[src/sv/fd_div_cell.sv]
`timescale 1ns / 1ps
module fd_div_cell #(
  parameter int unsigned NW  = 31,
  parameter int unsigned DW  = 16,
  parameter int unsigned QW  = 15,
  parameter int unsigned PW  = 1,
  parameter int unsigned BIT = 0
) (
  input  logic          clk_i,
  input  logic          rst_ni,
  input  logic          en_i,
  input  logic          valid_i,
  input  logic [NW-1:0] rem_i,
  input  logic [DW-1:0] den_i,
  input  logic [QW-1:0] quo_i,
  input  logic [PW-1:0] side_i,
  output logic          valid_o,
  output logic [NW-1:0] rem_o,
  output logic [DW-1:0] den_o,
  output logic [QW-1:0] quo_o,
  output logic [PW-1:0] side_o
);
  localparam int unsigned CW = ((NW > DW + QW) ? NW : DW + QW) + 1;

  logic [CW-1:0] shifted;
  logic          take;
  logic [NW-1:0] rem_d, rem_q;
  logic [QW-1:0] quo_d, quo_q;
  logic [DW-1:0] den_q;
  logic [PW-1:0] side_q;
  logic          valid_q;

  // restoring step for one quotient bit
  always_comb begin
    shifted = CW'(den_i) << BIT;
    take    = CW'(rem_i) >= shifted;
    rem_d   = take ? NW'(CW'(rem_i) - shifted) : rem_i;
    quo_d   = take ? (quo_i | (QW'(1) << BIT)) : quo_i;
  end

  always_ff @(posedge clk_i or negedge rst_ni) begin
    if (!rst_ni) begin
      valid_q <= 1'b0;
    end else if (en_i) begin
      valid_q <= valid_i;
    end
  end

  always_ff @(posedge clk_i) begin
    if (en_i) begin
      rem_q  <= rem_d;
      quo_q  <= quo_d;
      den_q  <= den_i;
      side_q <= side_i;
    end
  end

  assign valid_o = valid_q;
  assign rem_o   = rem_q;
  assign den_o   = den_q;
  assign quo_o   = quo_q;
  assign side_o  = side_q;
endmodule

[src/sv/fd_div.sv]
`timescale 1ns / 1ps
module fd_div #(
  parameter int unsigned NW = 31,
  parameter int unsigned DW = 16,
  parameter int unsigned QW = 15,
  parameter int unsigned PW = 1
) (
  input  logic          clk_i,
  input  logic          rst_ni,
  input  logic          en_i,
  input  logic          valid_i,
  input  logic [NW-1:0] num_i,
  input  logic [DW-1:0] den_i,
  input  logic [PW-1:0] side_i,
  output logic          valid_o,
  output logic [QW-1:0] quo_o,
  output logic          ovf_o,
  output logic [PW-1:0] side_o
);
  localparam int unsigned CW = ((NW > DW + QW) ? NW : DW + QW) + 1;

  logic          vld  [QW+1];
  logic [NW-1:0] rem  [QW+1];
  logic [DW-1:0] den  [QW+1];
  logic [QW-1:0] quo  [QW+1];
  logic [PW:0]   side [QW+1];
  logic          valid_q;
  logic [NW-1:0] num_q;
  logic [DW-1:0] den_q;
  logic [PW-1:0] side_q;
  logic          ovf_q;

  // entry stage: flag quotients that do not fit in QW bits
  always_ff @(posedge clk_i or negedge rst_ni) begin
    if (!rst_ni) begin
      valid_q <= 1'b0;
    end else if (en_i) begin
      valid_q <= valid_i;
    end
  end

  always_ff @(posedge clk_i) begin
    if (en_i) begin
      num_q  <= num_i;
      den_q  <= den_i;
      side_q <= side_i;
      ovf_q  <= CW'(num_i) >= (CW'(den_i) << QW);
    end
  end

  assign vld[0]  = valid_q;
  assign rem[0]  = num_q;
  assign den[0]  = den_q;
  assign quo[0]  = '0;
  assign side[0] = {ovf_q, side_q};

  for (genvar g = 0; g < QW; g++) begin : g_cell
    fd_div_cell #(.NW(NW), .DW(DW), .QW(QW), .PW(PW + 1), .BIT(QW - 1 - g)) u_cell (
      .clk_i, .rst_ni, .en_i,
      .valid_i(vld[g]), .rem_i(rem[g]), .den_i(den[g]), .quo_i(quo[g]),
      .side_i(side[g]),
      .valid_o(vld[g+1]), .rem_o(rem[g+1]), .den_o(den[g+1]),
      .quo_o(quo[g+1]), .side_o(side[g+1])
    );
  end

  assign valid_o = vld[QW];
  assign quo_o   = quo[QW];
  assign ovf_o   = side[QW][PW];
  assign side_o  = side[QW][PW-1:0];
endmodule

[config.mk]
export PLATFORM = sky130hd
export DESIGN_NAME = fd_div
export DESIGN_NICKNAME = d
export VERILOG_FILES = /design/src/sv/fd_div_cell.sv /design/src/sv/fd_div.sv
export SDC_FILE = /design/constraint.sdc
export NUM_CORES = 1
export LEC_CHECK = 0
export BUFFER_PORTS_ARGS = -buffer_cell sky130_fd_sc_hd__buf_2
export CAP_MARGIN = 40
export CORE_ASPECT_RATIO = 0.6
export CORE_UTILIZATION = 56
export DETAILED_ROUTE_END_ITERATION = 8
export GPL_TIMING_DRIVEN = 0
export PLACE_DENSITY = 0.72
export SLEW_MARGIN = 25
export SYNTH_ARGS = -nofsm -noshare
export SYNTH_HDL_FRONTEND = slang
export SYNTH_SLANG_ARGS = --single-unit
[constraint.sdc]
create_clock -name clk_i -period 4.3 [get_ports clk_i]
set_input_delay 0.645 -clock clk_i [delete_from_list [all_inputs] [get_ports clk_i]]
set_output_delay 0.645 -clock clk_i [all_outputs]
set_load 0.005 [all_outputs]
==> results of run 1 <==
==> power by group <==
| part | internal (mW) | total [mW] | switching (mW) |
|---|---|---|---|
| logic | 4.00 | 9.77 | 5.76 |
| clock network | 4.11 | 7.36 | 3.25 |
| registers | 11.6 | 12.6 | 1.04 |
| total | 19.7 | 29.8 | 10.1 |
==> synthesized netlist by cell type (all sizes together) (27+ instances only) <==
cell type | instances | share of area
xnor2 | 132 | 0.027
xor2 | 115 | 0.023
nand3 | 46 | 0.0053
a21oi | 209 | 0.024
a21o | 79 | 0.014
ha | 256 | 0.073
o21ai | 200 | 0.023
inv | 335 | 0.029
nor3 | 87 | 0.010
clkbuf | 46 | 0.0040
or3 | 35 | 0.0052
a211oi | 27 | 0.0046
nand4 | 37 | 0.0053
nor2b | 43 | 0.0062
o31ai | 40 | 0.0069
nand2 | 253 | 0.022
nor4 | 48 | 0.0072
edfxtp | 857 | 0.59
o21a | 44 | 0.0076
nand2b | 40 | 0.0057
nor2 | 201 | 0.017
mux2 | 67 | 0.017
==> flip-flops by register name (all words and copies together) (netlist names) <==
| register | count |
|---|---|
| g_cell.u_cell.side_o | 30 |
| num_q | 31 |
| g_cell.u_cell.quo_o | 120 |
| side_q | 1 |
| den_q | 16 |
| g_cell.u_cell.valid_o | 15 |
| ovf_q | 1 |
| g_cell.u_cell.den_o | 224 |
| g_cell.u_cell.rem_o | 434 |
| valid_q | 1 |
==> worst paths after layout <==
check                                                   startpoint                                     to  cells past startpoint
hold reg to reg            g_cell[7].u_cell.quo_o[7]$_SDFFCE_PP1P_    g_cell[8].u_cell.quo_o[7]$_DFFE_PP_                      0
setup reg to reg              g_cell[10].u_cell.rem_o[5]$_DFFE_PP_  g_cell[11].u_cell.rem_o[25]$_DFFE_PP_                     10
max in group asynchronous                                   rst_ni  g_cell[11].u_cell.valid_o$_DFFE_PN0P_                      2
hold / removal                                              side_i                       side_q$_DFFE_PP_                      1
min in group asynchronous                                   rst_ni  g_cell[10].u_cell.valid_o$_DFFE_PN0P_                      2
setup / recovery              g_cell[10].u_cell.rem_o[5]$_DFFE_PP_  g_cell[11].u_cell.rem_o[25]$_DFFE_PP_                     10
==> worst max-delay path, delay by kind of cell (launching register included) <==
| family | cells | cell delay (ns) |
|---|---|---|
| flip-flops | 1 | 0.41 |
| XOR/XNOR | 1 | 0.20 |
| buffers and inverters | 2 | 1.11 |
| adder cells (fa/ha/maj) | 1 | 0.41 |
| AO/OA/AOI/OAI | 3 | 0.54 |
| AND/OR/NAND/NOR | 3 | 1.31 |
==> area by class of cell <==
type / count / share of cell area
buffer: 58 / 0.00543
clock buffer: 101 / 0.0452
clock inverter: 46 / 0.00952
inverter: 335 / 0.0260
multi-input combinational: 2276 / 0.332
sequential: 873 / 0.540
tap: 1040 / 0.0269
timing repair buffer: 98 / 0.0148
==> logic make-up after synthesis <==
logic type      after synthesis  share of synthesized area
compound gates              760                      0.110
xor+xnor                    247                     0.0496
fa+ha+maj                   270                     0.0799
buf+inv                     394                     0.0346
flops                       873                      0.599
mux                          74                     0.0189
simple gates                925                      0.108
==> cells in the final DEF (no fill, tap or decap), drive strengths merged, types with 43 or more instances in the layout <==
| cell | synthesis | final |
|---|---|---|
| o21ai | 200 | 200 |
| inv | 335 | 339 |
| mux2 | 67 | 67 |
| nand2 | 253 | 253 |
| a21o | 79 | 79 |
| xor2 | 115 | 115 |
| a21oi | 209 | 209 |
| nand3 | 46 | 46 |
| nor2b | 43 | 43 |
| clkbuf | 46 | 152 |
| nor3 | 87 | 87 |
| o21a | 44 | 44 |
| nor2 | 201 | 201 |
| buf | 13 | 103 |
| nor4 | 48 | 48 |
| edfxtp | 857 | 857 |
| ha | 256 | 256 |
| xnor2 | 132 | 132 |
==> timing repair <==
| item | CTS | global route |
|---|---|---|
| endpoints found under the setup margin | 24 | 75 |
| pin swaps | 0 | 2 |
| hold buffers | 1 | 0 |
| resized for setup | 4 | 20 |
| buffers inserted | 0 | 3 |
| hold endpoints to repair | 16 | 0 |
==> per-layer routing <==
layer / vias to the layer above / track usage / share of wire
li1: 13497 / - / -
met1: 13981 / 0.465 / 0.52
met2: 1350 / 0.266 / 0.31
met3: 96 / 0.142 / 0.16
met4: 2 / 0.0373 / 0.010
met5: - / 0.0184 / 0.0019
==> impl_metrics.py, run 1 <==
metrics = {
    "status": {
        "status": "completed",
    },
    "global_route": {
        "grt_usage": 0.267,
        "grt_overflow": 0,
        "antenna_found_initial": 2,
        "grt_start_max_net_pins": 139,
        "grt_pass1_wl_um": 159000,
        "grt_pass1_vias": 26103,
    },
    "power": {
        "power_mw": 29.8,
        "power.density_mw_per_mm2": 615,
        "p_leak_nw": 18.7,
        "peakVddDrop_mv": 0.378,
    },
    "critical_path": {
        "slowest_delay_ns": 0.65,
        "worstPathMaxFanout": 10,
        "worstSetupStartpointType": "flop",
        "path_cells": "ha_1, nor4b_1, and4b_1, a211oi_1, and3_1, o21ai_0, clkbuf_1, clkbuf_2, o2111ai_1, xnor2_1",
        "critPathKind": "flop to flop",
        "critPathSlowestCell": "clkbuf_1",
        "r2r_slack_ns": 0.03,
        "worst_setup_path_end_kind": "flop",
        "arrival_ns": 4.67,
        "worstPathRequired_ns": 4.71,
    },
    "cts": {
        "path_clk_slew_ns": 0.06,
        "cts_sinks": 873,
        "htreeDepth": 3,
        "clock_path_buffers": 3,
        "cts_buffers": 81,
        "clk_latency_ns": 0.68,
        "cts-root-buf": "clkbuf_16",
        "cts_tree": "built",
    },
    "layout": {
        "syn2layout_area_growth_pct": 10.9,
        "layout.nets": 4045,
        "register_area_mm2": 0.0261,
        "fillers": 5926,
        "multi_input_area_mm2": 0.0161,
        "drive_gt1_frac": 0.0937,
        "fin_util": 0.634,
        "fin_cells": 4827,
        "fin_area_mm2": 0.0484,
        "diodes": 0,
    },
    "logic_synthesis": {
        "ys_seq_elements": 873,
        "synth_edf_count": 857,
        "async_flop_share": 0.0183,
        "synth-warning-count": 0,
        "synth-main-ff-cell": "edfxtp_1",
        "syn_nets": 3865,
        "ys_seq_area_frac": 0.599,
        "ys_types": 86,
        "syn_area_mm2": 0.0436,
        "synth_cells": 3543,
        "syn_avg_cell_area_um2": 12.3,
    },
    "placed_design": {
        "routabilityCongestion": 0.958,
        "hpwlAfterDp_um": 78200,
        "port_buffers": 69,
        "dpl_cell_area_mm2": 0.0456,
        "post-place-ws_ns": -0.203,
        "place_inst": 4668,
    },
    "floorplan": {
        "ioPinCount": 70,
        "die_x_um": 362,
        "die_h_um": 218,
        "rows": 78,
        "start_util": 0.572,
        "core_area_mm2": 0.0763,
        "dieArea_mm2": 0.0790,
    },
    "min_path": {
        "hold_class": "input pin to flop",
    },
    "sta": {
        "worst_pin_slew_ns": 1.05,
        "hold_ws_ns": 0.151,
        "worst_slack_ns": 0.0316,
        "finalHoldViolations": 0,
        "fin_setup_tns_ns": 0,
        "min_period_ns": 4.27,
        "skew_ns": 0.0292,
        "finalSetupViolCount": 0,
        "relSlewSlack": 0.292,
        "period_share": 0.993,
        "rsz0062_at_grt": "no",
        "fmax_mhz": 234,
        "slew_violations": 0,
    },
    "detailed_routing": {
        "via_per_inst": 5.99,
        "wl_um": 105000,
        "drc": 0,
        "vias": 28926,
        "drtIter0Drc": 4094,
        "first_pass_iters": 5,
        "wl_per_cell_um": 21.8,
        "ant_nets": 0,
    },
    "run": {
        "cap_violations": 0,
    },
}
Note: power is estimated with default switching activity, not from simulation.
==> run 2: changes to the inputs <==
--- a/config.mk
+++ b/config.mk
@@ -11,7 +11,9 @@
 export CORE_UTILIZATION = 56
 export DETAILED_ROUTE_END_ITERATION = 8
 export GPL_TIMING_DRIVEN = 0
+export HOLD_SLACK_MARGIN = 0.12
 export PLACE_DENSITY = 0.72
+export RECOVER_POWER = 50
 export SLEW_MARGIN = 25
 export SYNTH_ARGS = -nofsm -noshare
 export SYNTH_HDL_FRONTEND = slang
==> constraint.sdc (replaced) <==
create_clock -name clk_i -period 4.3 [get_ports clk_i]
set_input_delay 1.075 -clock clk_i [delete_from_list [all_inputs] [get_ports clk_i]]
set_output_delay 1.075 -clock clk_i [all_outputs]
set_load 0.005 [all_outputs]
==> run 2 against run 1 <==
  * The run now ends with max-capacitance violations, max-slew violations left
  * Clock skew up 0.00064 ns
  * Combinational power barely moved
  * First-iteration DRC count is 1.1% higher
  * Design area down 0.21%
  * Sequential share of layout area grew 0.11 points
  * Setup slack lost 0.021 ns
  * Sequential cell count unchanged
  * Cell count barely moved
  * Critical path depth stayed put
  * Register-to-register slack worse by 0.02 ns
  * Global-route usage unchanged
==> impl_metrics.py, run 2 (synthesis gave the netlist of run 1 again) <==
metrics = {
    "floorplan": {
        "start_util": 0.572,
        "dieArea_mm2": 0.0790,
        "core_area_mm2": 0.0763,
        "ioPinCount": 70,
        "die_x_um": 362,
        "die_h_um": 218,
        "rows": 78,
    },
    "layout": {
        "layout_commonest_cell": "edfxtp_1",
        "mostFrequentLayoutCells": "edfxtp_1 (857), inv_1 (333), ha_1 (256)",
        "fillers": 5951,
        "diodes": 0,
        "drive_gt1_frac": 0.0840,
        "syn2layout_area_growth_pct": 10.7,
        "layout.nets": 4044,
        "largest_register_ff_count": 434,
        "fin_area_mm2": 0.0483,
    },
    "sta": {
        "finalSetupViolCount": 0,
        "skew_ns": 0.0299,
        "fin_setup_tns_ns": 0,
        "fmax_mhz": 233,
        "min_period_ns": 4.29,
        "rsz0062_at_grt": "no",
        "finalHoldViolations": 0,
        "slew_violations": 239,
        "worst_pin_slew_ns": 3.15,
        "relSlewSlack": -1.10,
        "period_share": 0.997,
    },
    "cts": {
        "path_clk_slew_ns": 0.07,
        "cts_sinks": 873,
        "cts_tree": "built",
        "cts_buffers": 81,
        "cts-root-buf": "clkbuf_16",
        "clock_path_buffers": 3,
        "clk_latency_ns": 0.69,
        "htreeDepth": 3,
    },
    "detailed_routing": {
        "drc": 0,
        "wl_per_cell_um": 21.8,
        "wl_um": 105000,
        "vias": 28926,
        "via_per_inst": 5.99,
        "first_pass_iters": 6,
        "ant_nets": 0,
        "drtIter0Drc": 4139,
    },
    "critical_path": {
        "arrival_ns": 4.70,
        "critPathTopFamily": "simple AND/OR/NAND/NOR gates",
        "worstPathMaxFanout": 10,
        "worst_setup_path_end_kind": "flop",
        "critPathBufInv": 2,
        "worstSetupStartpointType": "flop",
        "critPathKind": "flop to flop",
        "worstPathRequired_ns": 4.71,
        "critPathSlowestCell": "clkbuf_1",
        "path_cells": "ha_1, nor4b_1, and4b_1, a211oi_1, and3_1, o21ai_0, clkbuf_1, clkbuf_2, o2111ai_1, xnor2_1",
        "slowest_delay_ns": 0.64,
    },
    "placed_design": {
        "dpl_cell_area_mm2": 0.0456,
        "hpwlAfterDp_um": 78200,
        "port_buffers": 69,
        "routabilityCongestion": 0.958,
    },
    "status": {
        "status": "finished, violations left",
        "violations": "max-capacitance violations, max-slew violations",
    },
    "min_path": {
        "hold_class": "flop to flop",
    },
    "power": {
        "p_switching_mw": 10.1,
        "swShare": 0.338,
        "pwr-share-comb": 0.328,
        "peakVddDrop_mv": 0.378,
        "power_mw": 29.7,
        "power.density_mw_per_mm2": 616,
        "p_clk_frac": 0.247,
        "p_leak_nw": 18.6,
        "intPower_mw": 19.7,
        "p_seq_frac": 0.425,
    },
    "global_route": {
        "grt_overflow": 0,
        "antenna_found_initial": 2,
        "grt_pass1_vias": 26103,
        "grt_start_max_net_pins": 139,
        "grt_usage": 0.267,
        "grt_pass1_wl_um": 159000,
    },
    "run": {
        "cap_violations": 2,
    },
}
run 2: cell types whose count changed in the layout (fill, tap and decap cells not counted), sizes merged:
cell         delta
clkbuf         +39
buf            -39
dlygate4sd3     -1
run 2: layout make-up:
| class | instances | area [um2] | share of cell area |
|---|---|---|---|
| multi-input cells | 2276 | 16100 | 0.333 |
| flip-flops and latches | 873 | 26100 | 0.541 |
| repair buffers | 97 | 616 | 0.0127 |
| inverters | 335 | 1260 | 0.0260 |
| plain buffers | 58 | 263 | 0.00544 |
| clock inverters | 46 | 460 | 0.00954 |
| well taps | 1040 | 1300 | 0.0270 |
| clock buffers | 101 | 2190 | 0.0453 |
run 2: through the flow:
stage	hold slack, ns	instances	setup WS (ns)	utilization
2_1_floorplan	0.400	3543	1.07	-
3_3_place_gp	0.401	4652	-11.61	0.593
3_5_place_dp	0.405	4668	-0.203	0.597
4_1_cts	0.272	4815	0.0620	0.632
5_1_grt	0.411	4826	0.00124	0.633
6_report	0.398	4826	0.0111	0.633
run 2: timing repair:
action	CTS	global route
pin swaps	0	2
buffers inserted	0	3
gates resized for setup	4	20
hold buffers	0	0
setup endpoints to repair	24	75
run 2: path summary, 6_finish.rpt:
kind / from / to / slack, ns / cells past startpoint
max: g_cell[10].u_cell.rem_o[5]$_DFFE_PP_ / g_cell[11].u_cell.rem_o[25]$_DFFE_PP_ / 0.01 / 10
min: g_cell[7].u_cell.quo_o[7]$_SDFFCE_PP1P_ / g_cell[8].u_cell.quo_o[7]$_DFFE_PP_ / 0.40 / 0
max reg2reg: g_cell[10].u_cell.rem_o[5]$_DFFE_PP_ / g_cell[11].u_cell.rem_o[25]$_DFFE_PP_ / 0.01 / 10
min reg2reg: g_cell[7].u_cell.quo_o[7]$_SDFFCE_PP1P_ / g_cell[8].u_cell.quo_o[7]$_DFFE_PP_ / 0.40 / 0
max in group asynchronous: rst_ni / g_cell[11].u_cell.valid_o$_DFFE_PN0P_ / 3.29 / 1
min in group asynchronous: rst_ni / g_cell[10].u_cell.valid_o$_DFFE_PN0P_ / 0.49 / 1
run 2: power by group through the flow:
stage	Clock, mW	Combinational [mW]	Sequential [mW]
floorplan	0	6.87	12.4
global placement	0	8.98	12.9
detailed placement	0	9.23	12.7
CTS	7.50	9.36	12.6
global route	7.82	10.6	12.8
finish	7.36	9.76	12.6
run 2: worst reg2reg max path, stage by stage, from the launching register on:
cell and delay [ns]:
edfxtp_1 0.41, ha_1 0.42, nor4b_1 0.62, and4b_1 0.52, a211oi_1 0.16, and3_1 0.17, o21ai_0 0.11, clkbuf_1 0.64
clkbuf_2 0.47, o2111ai_1 0.29, xnor2_1 0.20
run 2: metal layers:
layer	global-route usage	up-vias	part of all wire
met5	0.0184	-	0.0019
met4	0.0373	2	0.010
met3	0.142	94	0.16
met2	0.266	1348	0.31
met1	0.465	13994	0.52
li1	-	13488	-
